--- src/rtl/efd_pkg.sv ---
`default_nettype none
package efd_pkg;

  localparam int unsigned HeaderSize = 4;

  localparam logic [1:0] KIND_BYTE  = 2'd0;
  localparam logic [1:0] KIND_DONE  = 2'd1;
  localparam logic [1:0] KIND_ERROR = 2'd2;

  localparam logic [1:0] ERR_TRUNC_HEADER  = 2'd0;
  localparam logic [1:0] ERR_TOO_LARGE     = 2'd1;
  localparam logic [1:0] ERR_TRUNC_PAYLOAD = 2'd2;

  localparam logic [1:0] REG_ID_MASK      = 2'd0;
  localparam logic [1:0] REG_REPLACE_MASK = 2'd1;
  localparam logic [1:0] REG_MAX_PAYLOAD  = 2'd2;

  localparam logic [15:0] ID_MASK_RST      = 16'h7fff;
  localparam logic [15:0] REPLACE_MASK_RST = 16'h8000;
  localparam logic [7:0]  MAX_PAYLOAD_RST  = 8'hff;

  typedef struct packed {
    logic [15:0] id_mask;
    logic [15:0] replace_mask;
    logic [7:0]  max_payload;
  } cfg_t;

  typedef struct packed {
    logic [1:0]  kind;
    logic [7:0]  payload_byte;
    logic [15:0] event_id;
    logic        replacement;
    logic [7:0]  source_id;
    logic [7:0]  payload_len;
    logic [8:0]  consumed;
    logic [1:0]  error_code;
    logic        run_end;
  } res_t;

  function automatic res_t make_byte(input logic [7:0] b);
    res_t r;
    r = '0;
    r.kind = KIND_BYTE;
    r.payload_byte = b;
    return r;
  endfunction

  function automatic res_t make_done(input logic [15:0] hdr, input cfg_t cfg,
                                     input logic [7:0] src, input logic [7:0] len);
    res_t r;
    r = '0;
    r.kind = KIND_DONE;
    r.event_id = hdr & cfg.id_mask;
    r.replacement = |(hdr & cfg.replace_mask);
    r.source_id = src;
    r.payload_len = len;
    r.consumed = 9'(HeaderSize) + {1'b0, len};
    return r;
  endfunction

  function automatic res_t make_error(input logic [1:0] code);
    res_t r;
    r = '0;
    r.kind = KIND_ERROR;
    r.error_code = code;
    return r;
  endfunction

endpackage
`default_nettype wire

--- src/rtl/efd_if.sv ---
`default_nettype none
interface efd_in_if;
  logic       valid;
  logic       ready;
  logic [7:0] data_byte;
  logic       buffer_end;

  modport source (output valid, data_byte, buffer_end, input ready);
  modport sink (input valid, data_byte, buffer_end, output ready);
endinterface

interface efd_out_if;
  logic        valid;
  logic        ready;
  logic [1:0]  kind;
  logic [7:0]  payload_byte;
  logic [15:0] event_id;
  logic        replacement;
  logic [7:0]  source_id;
  logic [7:0]  payload_len;
  logic [8:0]  consumed;
  logic [1:0]  error_code;
  logic        run_end;

  modport source (output valid, kind, payload_byte, event_id, replacement, source_id,
                  payload_len, consumed, error_code, run_end, input ready);
  modport sink (input valid, kind, payload_byte, event_id, replacement, source_id,
                payload_len, consumed, error_code, run_end, output ready);
endinterface
`default_nettype wire

--- src/rtl/efd_decode.sv ---
`default_nettype none
module efd_decode
  import efd_pkg::*;
(
  input  wire logic       clk,
  input  wire logic       rst_n,
  input  wire logic       acc,
  input  wire logic [7:0] data_byte,
  input  wire logic       buffer_end,
  input  wire cfg_t       cfg,
  output logic [1:0]      n_res,
  output res_t            res0,
  output res_t            res1
);

  localparam logic [2:0] PH_HDR_LO  = 3'd0;
  localparam logic [2:0] PH_HDR_HI  = 3'd1;
  localparam logic [2:0] PH_SOURCE  = 3'd2;
  localparam logic [2:0] PH_LENGTH  = 3'd3;
  localparam logic [2:0] PH_PAYLOAD = 3'd4;
  localparam logic [2:0] PH_SKIP    = 3'd5;

  logic [2:0]  phase_r, phase_nxt;
  logic [15:0] header_r, header_nxt;
  logic [7:0]  source_r, source_nxt;
  logic [7:0]  length_r, length_nxt;
  logic [7:0]  left_r, left_nxt;
  logic [7:0]  left_dec;

  assign left_dec = left_r - 8'd1;

  always_comb begin
    phase_nxt  = phase_r;
    header_nxt = header_r;
    source_nxt = source_r;
    length_nxt = length_r;
    left_nxt   = left_r;
    n_res      = 2'd0;
    res0       = '0;
    res1       = '0;
    unique case (phase_r)
      PH_HDR_LO: begin
        header_nxt = {8'h00, data_byte};
        if (buffer_end) begin
          res0  = make_error(ERR_TRUNC_HEADER);
          n_res = 2'd1;
        end else begin
          phase_nxt = PH_HDR_HI;
        end
      end
      PH_HDR_HI: begin
        header_nxt = {data_byte, header_r[7:0]};
        if (buffer_end) begin
          res0      = make_error(ERR_TRUNC_HEADER);
          n_res     = 2'd1;
          phase_nxt = PH_HDR_LO;
        end else begin
          phase_nxt = PH_SOURCE;
        end
      end
      PH_SOURCE: begin
        source_nxt = data_byte;
        if (buffer_end) begin
          res0      = make_error(ERR_TRUNC_HEADER);
          n_res     = 2'd1;
          phase_nxt = PH_HDR_LO;
        end else begin
          phase_nxt = PH_LENGTH;
        end
      end
      PH_LENGTH: begin
        length_nxt = data_byte;
        if (data_byte > cfg.max_payload) begin
          res0      = make_error(ERR_TOO_LARGE);
          n_res     = 2'd1;
          phase_nxt = buffer_end ? PH_HDR_LO : PH_SKIP;
        end else if (data_byte == 8'd0) begin
          res0      = make_done(header_r, cfg, source_r, data_byte);
          n_res     = 2'd1;
          phase_nxt = buffer_end ? PH_HDR_LO : PH_SKIP;
        end else if (buffer_end) begin
          res0      = make_error(ERR_TRUNC_PAYLOAD);
          n_res     = 2'd1;
          phase_nxt = PH_HDR_LO;
        end else begin
          left_nxt  = data_byte;
          phase_nxt = PH_PAYLOAD;
        end
      end
      PH_PAYLOAD: begin
        res0     = make_byte(data_byte);
        n_res    = 2'd1;
        left_nxt = left_dec;
        if (left_dec == 8'd0) begin
          res1      = make_done(header_r, cfg, source_r, length_r);
          n_res     = 2'd2;
          phase_nxt = buffer_end ? PH_HDR_LO : PH_SKIP;
        end else if (buffer_end) begin
          res1      = make_error(ERR_TRUNC_PAYLOAD);
          n_res     = 2'd2;
          left_nxt  = 8'd0;
          phase_nxt = PH_HDR_LO;
        end
      end
      default: begin
        // trailing bytes after a finished frame
        phase_nxt = buffer_end ? PH_HDR_LO : PH_SKIP;
      end
    endcase
    if (n_res == 2'd1) res0.run_end = 1'b1;
    if (n_res == 2'd2) res1.run_end = 1'b1;
  end

  always_ff @(posedge clk) begin
    if (!rst_n) begin
      phase_r  <= PH_HDR_LO;
      header_r <= '0;
      source_r <= '0;
      length_r <= '0;
      left_r   <= '0;
    end else if (acc) begin
      phase_r  <= phase_nxt;
      header_r <= header_nxt;
      source_r <= source_nxt;
      length_r <= length_nxt;
      left_r   <= left_nxt;
    end
  end

`ifndef SYNTH
  assert property (@(posedge clk) disable iff (!rst_n)
    acc && buffer_end |=> phase_r == PH_HDR_LO)
    else $error("phase not back at header after buffer end");
  assert property (@(posedge clk) disable iff (!rst_n)
    acc && phase_r == PH_PAYLOAD |-> n_res != 2'd0)
    else $error("payload word produced no result");
  assert property (@(posedge clk) disable iff (!rst_n)
    phase_r == PH_PAYLOAD |-> left_r != 8'd0)
    else $error("payload phase with no bytes left");
`endif

endmodule
`default_nettype wire

--- src/rtl/efd_outq.sv ---
`default_nettype none
module efd_outq
  import efd_pkg::*;
(
  input  wire logic       clk,
  input  wire logic       rst_n,
  input  wire logic       push,
  input  wire logic [1:0] n_res,
  input  wire res_t       res0,
  input  wire res_t       res1,
  output logic            can_take,
  output logic            head_valid,
  input  wire logic       head_ready,
  output res_t            head
);

  logic [1:0] cnt_r, cnt_nxt;
  logic [1:0] cnt_left;
  res_t       s0_r, s0_nxt;
  res_t       s1_r, s1_nxt;
  logic       pop;

  assign head_valid = cnt_r != 2'd0;
  assign head       = s0_r;
  assign pop        = head_valid && head_ready;
  assign cnt_left   = cnt_r - {1'b0, pop};
  // a word may bring two results, so both slots must be free after this pop
  assign can_take   = cnt_left == 2'd0;

  always_comb begin
    cnt_nxt = cnt_left;
    s0_nxt  = s0_r;
    s1_nxt  = s1_r;
    if (push) begin
      s0_nxt  = res0;
      s1_nxt  = res1;
      cnt_nxt = n_res;
    end else if (pop) begin
      s0_nxt = s1_r;
    end
  end

  always_ff @(posedge clk) begin
    if (!rst_n) cnt_r <= '0;
    else        cnt_r <= cnt_nxt;
  end

  always_ff @(posedge clk) begin
    s0_r <= s0_nxt;
    s1_r <= s1_nxt;
  end

`ifndef SYNTH
  assert property (@(posedge clk) disable iff (!rst_n)
    push |-> cnt_left == 2'd0)
    else $error("push into occupied result slots");
  assert property (@(posedge clk) disable iff (!rst_n)
    cnt_r != 2'd3)
    else $error("result count overflow");
  assert property (@(posedge clk) disable iff (!rst_n)
    cnt_r == 2'd2 && pop |=> cnt_r == 2'd1 && s0_r == $past(s1_r))
    else $error("second slot not promoted");
`endif

endmodule
`default_nettype wire

--- src/rtl/event_frame_deframer.sv ---
`default_nettype none
// channel   dir  handshake        payload
// in_ch     in   valid / ready    data_byte, buffer_end
// out_ch    out  valid / ready    kind, payload_byte, event_id, replacement, source_id,
//                                 payload_len, consumed, error_code, run_end
// cfg_*     in   cfg_we only      cfg_index, cfg_data
//
// one word per cycle unless stalled; results leave a two-slot queue one per cycle
// while out_ch.ready is high. a two-result word (last payload byte plus done or
// error) stalls in_ch until both leave; in_ch.ready is high when both slots are
// free after this cycle's pop. the first result is valid in the cycle after accept.
// synchronous active-low reset clears frame state and queue count and presets config.
module event_frame_deframer
  import efd_pkg::*;
(
  input  wire logic        clk,
  input  wire logic        rst_n,
  efd_in_if.sink           in_ch,
  efd_out_if.source        out_ch,
  input  wire logic        cfg_we,
  input  wire logic [1:0]  cfg_index,
  input  wire logic [15:0] cfg_data
);

  cfg_t       cfg_r;
  logic       acc;
  logic       can_take;
  logic [1:0] n_res;
  res_t       res0, res1, head;

  always_ff @(posedge clk) begin
    if (!rst_n) begin
      cfg_r.id_mask      <= ID_MASK_RST;
      cfg_r.replace_mask <= REPLACE_MASK_RST;
      cfg_r.max_payload  <= MAX_PAYLOAD_RST;
    end else if (cfg_we) begin
      unique case (cfg_index)
        REG_ID_MASK:      cfg_r.id_mask      <= cfg_data;
        REG_REPLACE_MASK: cfg_r.replace_mask <= cfg_data;
        REG_MAX_PAYLOAD:  cfg_r.max_payload  <= cfg_data[7:0];
        default: ;
      endcase
    end
  end

  assign in_ch.ready = can_take;
  assign acc         = in_ch.valid && can_take;

  efd_decode u_decode (
    .clk        (clk),
    .rst_n      (rst_n),
    .acc        (acc),
    .data_byte  (in_ch.data_byte),
    .buffer_end (in_ch.buffer_end),
    .cfg        (cfg_r),
    .n_res      (n_res),
    .res0       (res0),
    .res1       (res1)
  );

  efd_outq u_outq (
    .clk        (clk),
    .rst_n      (rst_n),
    .push       (acc),
    .n_res      (n_res),
    .res0       (res0),
    .res1       (res1),
    .can_take   (can_take),
    .head_valid (out_ch.valid),
    .head_ready (out_ch.ready),
    .head       (head)
  );

  assign out_ch.kind         = head.kind;
  assign out_ch.payload_byte = head.payload_byte;
  assign out_ch.event_id     = head.event_id;
  assign out_ch.replacement  = head.replacement;
  assign out_ch.source_id    = head.source_id;
  assign out_ch.payload_len  = head.payload_len;
  assign out_ch.consumed     = head.consumed;
  assign out_ch.error_code   = head.error_code;
  assign out_ch.run_end      = head.run_end;

endmodule
`default_nettype wire

--- src/flat_wrapper.sv ---
// flat-port wrapper written by rule: the top's interface ports become plain ports
module event_frame_deframer_flat import efd_pkg::*;
  (clk, rst_n, cfg_we, cfg_index, cfg_data, in_ch_valid, in_ch_data_byte, in_ch_buffer_end, in_ch_ready, out_ch_valid, out_ch_kind, out_ch_payload_byte, out_ch_event_id, out_ch_replacement, out_ch_source_id, out_ch_payload_len, out_ch_consumed, out_ch_error_code, out_ch_run_end, out_ch_ready);
  efd_in_if in_ch_i ();
  efd_out_if out_ch_i ();
  input  wire logic clk;
  input  wire logic rst_n;
  input  wire logic cfg_we;
  input  wire logic [1:0] cfg_index;
  input  wire logic [15:0] cfg_data;
  input wire logic [$bits(in_ch_i.valid)-1:0] in_ch_valid;
  input wire logic [$bits(in_ch_i.data_byte)-1:0] in_ch_data_byte;
  input wire logic [$bits(in_ch_i.buffer_end)-1:0] in_ch_buffer_end;
  output wire logic [$bits(in_ch_i.ready)-1:0] in_ch_ready;
  output wire logic [$bits(out_ch_i.valid)-1:0] out_ch_valid;
  output wire logic [$bits(out_ch_i.kind)-1:0] out_ch_kind;
  output wire logic [$bits(out_ch_i.payload_byte)-1:0] out_ch_payload_byte;
  output wire logic [$bits(out_ch_i.event_id)-1:0] out_ch_event_id;
  output wire logic [$bits(out_ch_i.replacement)-1:0] out_ch_replacement;
  output wire logic [$bits(out_ch_i.source_id)-1:0] out_ch_source_id;
  output wire logic [$bits(out_ch_i.payload_len)-1:0] out_ch_payload_len;
  output wire logic [$bits(out_ch_i.consumed)-1:0] out_ch_consumed;
  output wire logic [$bits(out_ch_i.error_code)-1:0] out_ch_error_code;
  output wire logic [$bits(out_ch_i.run_end)-1:0] out_ch_run_end;
  input wire logic [$bits(out_ch_i.ready)-1:0] out_ch_ready;
  assign in_ch_i.valid = in_ch_valid;
  assign in_ch_i.data_byte = in_ch_data_byte;
  assign in_ch_i.buffer_end = in_ch_buffer_end;
  assign in_ch_ready = in_ch_i.ready;
  assign out_ch_valid = out_ch_i.valid;
  assign out_ch_kind = out_ch_i.kind;
  assign out_ch_payload_byte = out_ch_i.payload_byte;
  assign out_ch_event_id = out_ch_i.event_id;
  assign out_ch_replacement = out_ch_i.replacement;
  assign out_ch_source_id = out_ch_i.source_id;
  assign out_ch_payload_len = out_ch_i.payload_len;
  assign out_ch_consumed = out_ch_i.consumed;
  assign out_ch_error_code = out_ch_i.error_code;
  assign out_ch_run_end = out_ch_i.run_end;
  assign out_ch_i.ready = out_ch_ready;
  event_frame_deframer u_core (.clk(clk), .rst_n(rst_n), .in_ch(in_ch_i), .out_ch(out_ch_i), .cfg_we(cfg_we), .cfg_index(cfg_index), .cfg_data(cfg_data));
endmodule
--- config.mk ---
export PLATFORM = sky130hd
export DESIGN_NAME = event_frame_deframer_flat
export DESIGN_NICKNAME = d
export VERILOG_FILES = /design/src/rtl/efd_pkg.sv /design/src/rtl/efd_if.sv /design/src/rtl/efd_decode.sv /design/src/rtl/efd_outq.sv /design/src/rtl/event_frame_deframer.sv /design/src/flat_wrapper.sv
export SDC_FILE = /design/constraint.sdc
export NUM_CORES = 1
export LEC_CHECK = 0
export BUFFER_PORTS_ARGS = -buffer_cell sky130_fd_sc_hd__buf_2
export CELL_PAD_IN_SITES_DETAIL_PLACEMENT = 1
export CELL_PAD_IN_SITES_GLOBAL_PLACEMENT = 1
export CORE_MARGIN = 3
export CORE_UTILIZATION = 41
export DETAILED_ROUTE_END_ITERATION = 6
export GPL_ROUTABILITY_DRIVEN = 0
export PLACE_DENSITY = 0.82
export SETUP_SLACK_MARGIN = 0.5
export SYNTH_ARGS = -nofsm -noshare
export SYNTH_HDL_FRONTEND = slang
export SYNTH_SLANG_ARGS = --single-unit
--- constraint.sdc ---
create_clock -name clk -period 4.05 [get_ports clk]
set_clock_uncertainty 0.2 [all_clocks]
set_input_delay 0.405 -clock clk [delete_from_list [all_inputs] [get_ports clk]]
set_output_delay 0.405 -clock clk [all_outputs]
set_load 0.01 [all_outputs]
# After elaboration in Yosys (flattened, before gate mapping)
# Index checks and enable logic that the tools add are counted.
# W data, S select, Z words.
# op_classes
addsub	4
mul	0
div_mod_pow	0
order_cmp	1
n_eq_ne	13
shifts	0
n_mux	34
bitwise	4
n_reduce_logical	23
# ops
operator	n
$mux W55	6
$pmux W55 S3	1
$mux W54	1
$mux W8	5
$and A16 B16 Y16	2
$pmux W16 S2	1
$mux W3	7
$add A3 B8 Y9 const A	2
$logic_not A8 Y1	2
$pmux W8 S2	1
$reduce_or A16 Y1	1
$pmux W3 S5	1
$reduce_and A2 Y1	6
$mux W2	5
$gt A8 B8 Y1	1
$ne A2 B2 Y1 const B	4
$reduce_bool A2 Y1	4
$sub A8 B1 Y8 const B	1
$eq A3 B2 Y1 const B	2
$pmux W2 S3	1
$reduce_and A3 Y1	2
$mux W1	5
$reduce_and A5 Y1	1
$eq A2 B1 Y1 const B	2
other kinds (11)	15
# word_totals
ff_bits	195
latch_bits	0
ram_bits	0
mem_bits_ro	0
in_bits	32
out_inout_bits	57
word_cells	108
n_memories	0

# Logic depth before layout (Yosys ltp)
# depth
depth_word	7
mapped_depth	11
ltp_nobuf	10

# Hierarchy
# A second synthesis with hierarchy kept.
# hier_totals
cells_unflattened	807
hier_area_um2	8926.1
# modules_own_cells
mod	instances	cells_each	area_each_um2	seq_area_each_um2
efd_outq	1	187	4142.7	3343.2
efd_decode	1	449	3066.7	860.8
event_frame_deframer	1	171	1716.6	800.8

# Worst setup path after synthesis
# OpenSTA, ideal clock, no wires.
# synth_timing
path_type	register to register
startpoint	register u_core.u_outq.cnt_r[1]
endpoint	register u_core.u_outq.s0_r (netlist bit u_core.u_outq.head[1]) (data pin)
setup_time_ns	0.163
arrival_ns	3.560
t_required_ns	3.687
setup_slack_ns	0.127
stages_incl_launch_ff	11
n_path_buf	2
cell_sequence	dfxtp_1 -> or2_2 -> and2_1 -> ha_1 -> xnor2_1 -> nand3_1 -> buf_2 -> inv_1 -> clkbuf_1 -> nand2_1 -> a21oi_1
# synth_via
elab_chain_cells	6
# synth_lines
element	line_no	source
start, declared	efd_outq.sv:17	logic [1:0] cnt_r, cnt_nxt;
start signal, assigned	efd_outq.sv:45	else cnt_r <= cnt_nxt;
$reduce_bool A2 Y1	efd_outq.sv:23	assign head_valid = cnt_r != 2'd0;
net out_ch_valid	flat_wrapper.sv:15	output wire logic [$bits(out_ch_i.valid)-1:0] out_ch_valid;
$logic_and A1 B1 Y1	efd_outq.sv:25	assign pop = head_valid && head_ready;
$sub A2 B1 Y2	efd_outq.sv:26	assign cnt_left = cnt_r - {1'b0, pop};
$logic_not A2 Y1	efd_outq.sv:28	assign can_take = cnt_left == 2'd0;
$logic_and A1 B1 Y1	event_frame_deframer.sv:47	assign acc = in_ch.valid && can_take;
net u_core.acc	event_frame_deframer.sv:26	logic acc;
$mux W55	efd_outq.sv:34	if (push) begin
end signal, assigned	efd_outq.sv:49	s0_r <= s0_nxt;
end, declared	efd_outq.sv:19	res_t s0_r, s0_nxt;
# The timed path passes the listed nets, and every way through them passes these cells.
# A chain may end at the register's enable or synchronous reset.

# Final worst setup path
# layout_timing
startpoint	register u_core.u_outq.cnt_r[1]
endpoint	register u_core.u_decode.left_r[3]
# layout_via
elab_chain_cells	6
# layout_lines
element	line_no	source
$reduce_bool A2 Y1	efd_outq.sv:23	
$logic_and A1 B1 Y1	efd_outq.sv:25	
$sub A2 B1 Y2 *	efd_outq.sv:26	
$logic_not A2 Y1 *	efd_outq.sv:28	
$logic_and A1 B1 Y1 *	event_frame_deframer.sv:47	
$reduce_and A5 Y1 (no line) *	-	
end signal, assigned	efd_decode.sv:126	left_r <= left_nxt;
end, declared	efd_decode.sv:27	logic [7:0] left_r, left_nxt;
# Mark *: on every way between the ends. The rest lies on a longest branch, timed or not.

==> key figures <==
Run status
  • Status: complete, no violations

Synth
  • Seq cells post-synth: roughly 180
  • Most common cell in the netlist: nand2_1
  • Syn Area/Cell: 10.8 um^2
  • Top FF cell, synth: edfxtp_1
  • Top-area cell type share of the netlist area: 38.1%
  • Yosys cell types: 58
  • Mapped Area: 7560 um^2
  • Synth warn: 0
  • Most area-consuming cells after synthesis: edfxtp_1 (38%), dfxtp_1 (23%), nand2_1 (6.0%)
  • Syn Inst Count: 697
  • Biggest area consumer among synthesized cells: edfxtp_1
  • Async SR Flop Fraction: 0%
  • Mapped Nets: 743
  • Share of the yosys chip area belonging to registers: ~61%
  • Top post-synthesis cells by count: nand2_1 (121), edfxtp_1 (96), dfxtp_1 (85), a21oi_1 (52), nor2_1 (36)
  • Number of synthesized flops with an enable pin: 96

Clock network
  • Clk root buf: clkbuf_16
  • TritonCTS clock tree: built
  • TritonCTS buffer count: 17
  • Worst-Skew Late Latency: 0.45 ns
  • Worst-path clk slew: 0.07 ns
  • H-tree levels: 4
  • Maximum clock insertion buffer count: 2
  • Clock Sinks: 181

STA
  • Final hold slack: a little under 0.009 ns
  • Hold violation count in the final report: 0
  • Fin crit period: 3.30 ns
  • Final period util: 81.5%
  • Fin. max-slew vios: 0
  • RSZ-0062 raised after global routing: false
  • Setup violators final: 0
  • Setup_tns: 0 ns
  • Slew headroom: 19.4%
  • Achievable clock frequency: 0.303 GHz
  • Worst-Margin Slew: 1.20 ns

Floorplan
  • Rows: 49
  • Die width: 142 um
  • Die area: 20100 um^2
  • Core Region: ~18000 um^2
  • Ports: 89
  • Die H: ~140 um
  • Initial Utilization: 41.9%

Worst setup path
  • R2r worst-path depth: 10
  • WS Path Type: register to register
  • R2r setup slk: 0.75 ns
  • Critical-path top delay cell: a221o_1
  • Crit Reg-Reg Startpoint: u_core.u_outq.cnt_r[1]$_SDFF_PN0_
  • Max stage delay on crit path: 0.46 ns
  • Worst Path Required: 4.18 ns
  • Critical Path Fanout Max: 17
  • WP data arrival: 3.43 ns
  • CP Cell Sequence: or2_2 -> and2_1 -> ha_1 -> xnor2_1 -> nand3_2 -> buf_4 -> nor3_1 -> nand3_1 -> a221o_1 -> o311a_1
  • CP Capture Point: u_core.u_decode.left_r[3]$_SDFFE_PN0P_
  • R2r endpoint: u_core.u_decode.left_r[3]$_SDFFE_PN0P_
  • Critical Path Start: u_core.u_outq.cnt_r[1]$_SDFF_PN0_
  • Critical path launch point type: register
  • Setup crit end kind: register

Layout
  • Antenna Cells: 0
  • Total Nets Final: 817
  • Post-layout util: a little under 50%
  • Fraction of layout cells with a size suffix above 1: between 10% and 20%
  • Post-route insts no fill: 1013
  • Area growth syn-to-layout: 15.8%

Power
  • Total power: 5850 uW
  • P_int: 3960 uW
  • Switching part of the total: 32.2%
  • Comb pwr share: about 24%
  • Worst VDD drop: 486 uV
  • Sequential share of power: 48.6%
  • Static leakage: 0.00345 uW
  • Clock network power share: 27.1%
  • Switching power total: 1890 uW
  • Power Density: 668 nW/um^2

Global route
  • First-pass GRT wire length: 33.0 mm
  • Largest net degree at the start of global routing: 55
  • Vias in the first global route: 5843
  • Total congestion overflow: 0
  • Total global-route track usage: 21.3%
  • Initial antenna violation count: 0

Route
  • Remaining DRCs: 0
  • Detailed-route via count: 5727
  • Drt wl/cell: 20.8 um
  • Vias per inst: 5.65
  • Router iterations before antenna repair: 5
  • Final WL: 21.1 mm
  • DRT iter0 DRCs: 460
  • Final ANT Viol Nets: 0

Run
  • Max-cap check violation count: 0

Min path
  • Worst hold path type: input port to register

Place
  • DPL Wire Length: 14.0 mm
  • Placed Cells: 978
  • Port bufs: 88
## kinds of logic after synthesis
group | after synthesis | synth area share [%]
muxes | 8 | 1.06
adders and majority gates | 14 | 2.32
DFF | 181 | 60.7
xor gates and xnor gates | 9 | 1.04
AOI/OAI and AO/OA | 147 | 13.3
buffers and inverters | 62 | 3.58
and+or+nand+nor | 276 | 18.0
## worst max-delay path: cells and delay by family, from the launching register on
family / cells / cell delay, ns
and+or+nand+nor: 5 / 1.31
adders and majority gates: 1 / 0.20
AOI/OAI and AO/OA: 2 / 0.59
xor gates and xnor gates: 1 / 0.26
buffers and inverters: 1 / 0.30
DFF: 1 / 0.32
## stage by stage
| stage | area (um^2) | setup slack (ns) |
|---|---|---|
| after floorplan | 7560 | 0.535 |
| after detailed placement | 8170 | 0.804 |
| final | 8750 | 0.748 |
| after CTS | 8750 | 0.780 |
| after global routing | 8750 | 0.544 |
| after global placement | 8170 | 0.925 |
## worst min path at each step
| stage | from | end | slack [ns] | cells after the start |
|---|---|---|---|---|
| global route | cfg_data[11] | u_core.cfg_r[35]$_SDFFE_PN1P_ | 0.002 | 3 |
| global placement | u_core.cfg_r[8]$_SDFFE_PN0P_ | u_core.cfg_r[8]$_SDFFE_PN0P_ | 0.24 | 2 |
| floorplan | u_core.u_decode.length_r[0]$_SDFFE_PN0P_ | u_core.u_decode.length_r[0]$_SDFFE_PN0P_ | 0.23 | 2 |
| detailed placement | u_core.cfg_r[8]$_SDFFE_PN0P_ | u_core.cfg_r[8]$_SDFFE_PN0P_ | 0.25 | 2 |
| CTS | cfg_data[11] | u_core.cfg_r[35]$_SDFFE_PN1P_ | 0.002 | 3 |
| finish | cfg_data[9] | u_core.cfg_r[17]$_SDFFE_PN0P_ | 0.009 | 3 |
## flip-flops by register name (all words and copies together) (netlist names)
name	flops
u_core.cfg_r	40
u_core.u_decode.header_r	16
u_core.u_decode.left_r	8
u_core.u_decode.length_r	8
u_core.u_decode.phase_r	3
u_core.u_decode.source_r	8
u_core.u_outq.cnt_r	2
u_core.u_outq.head	53
u_core.u_outq.s1_r	43
## cells in the final DEF, fill, tap and decap left out, types with 19 or more instances in the layout
master,Yosys,layout
nor2_1,36,35
and2_1,28,28
dfxtp_1,85,85
nand3_1,33,32
nand2_1,121,121
edfxtp_1,96,96
o21ai_0,19,19
and3_1,21,21
a21oi_1,52,52
buf_2,8,88
## power groups by stage
stage	clock network (uW)	registers, uW	logic (uW)
after floorplan	0	2960	699
after global placement	0	2860	1370
after detailed placement	0	2890	1430
after CTS	1610	2850	1440
after global routing	1680	2890	1560
final	1580	2840	1420
## per-layer routing
| layer | vias to the layer above | GRT usage [%] | routed length, um |
|---|---|---|---|
| met4 | 0 | 6.06 | 340 |
| met3 | 22 | 4.92 | 1270 |
| met2 | 186 | 35.3 | 10300 |
| li1 | 2673 | - | - |
| met5 | - | 0 | 0 |
| met1 | 2846 | 27.9 | 9160 |
## timing repair
| item | 4_1_cts | 5_1_grt |
|---|---|---|
| resized for setup | 0 | 0 |
| buffers inserted | 0 | 0 |
| hold buffers | 3 | 0 |
| hold endpoints to repair | 3 | 0 |
## final cells by class
cell class                 instances  area [um^2]
fill                            2000         9270
sequential                       181         4580
multi-input combinational        454         2720
timing repair buffer              99          543
clock buffer                      18          429
tap                              229          287
clock inverter                    14          125
inverter                          18         68.8
Power figures use the tool's default switching activity.
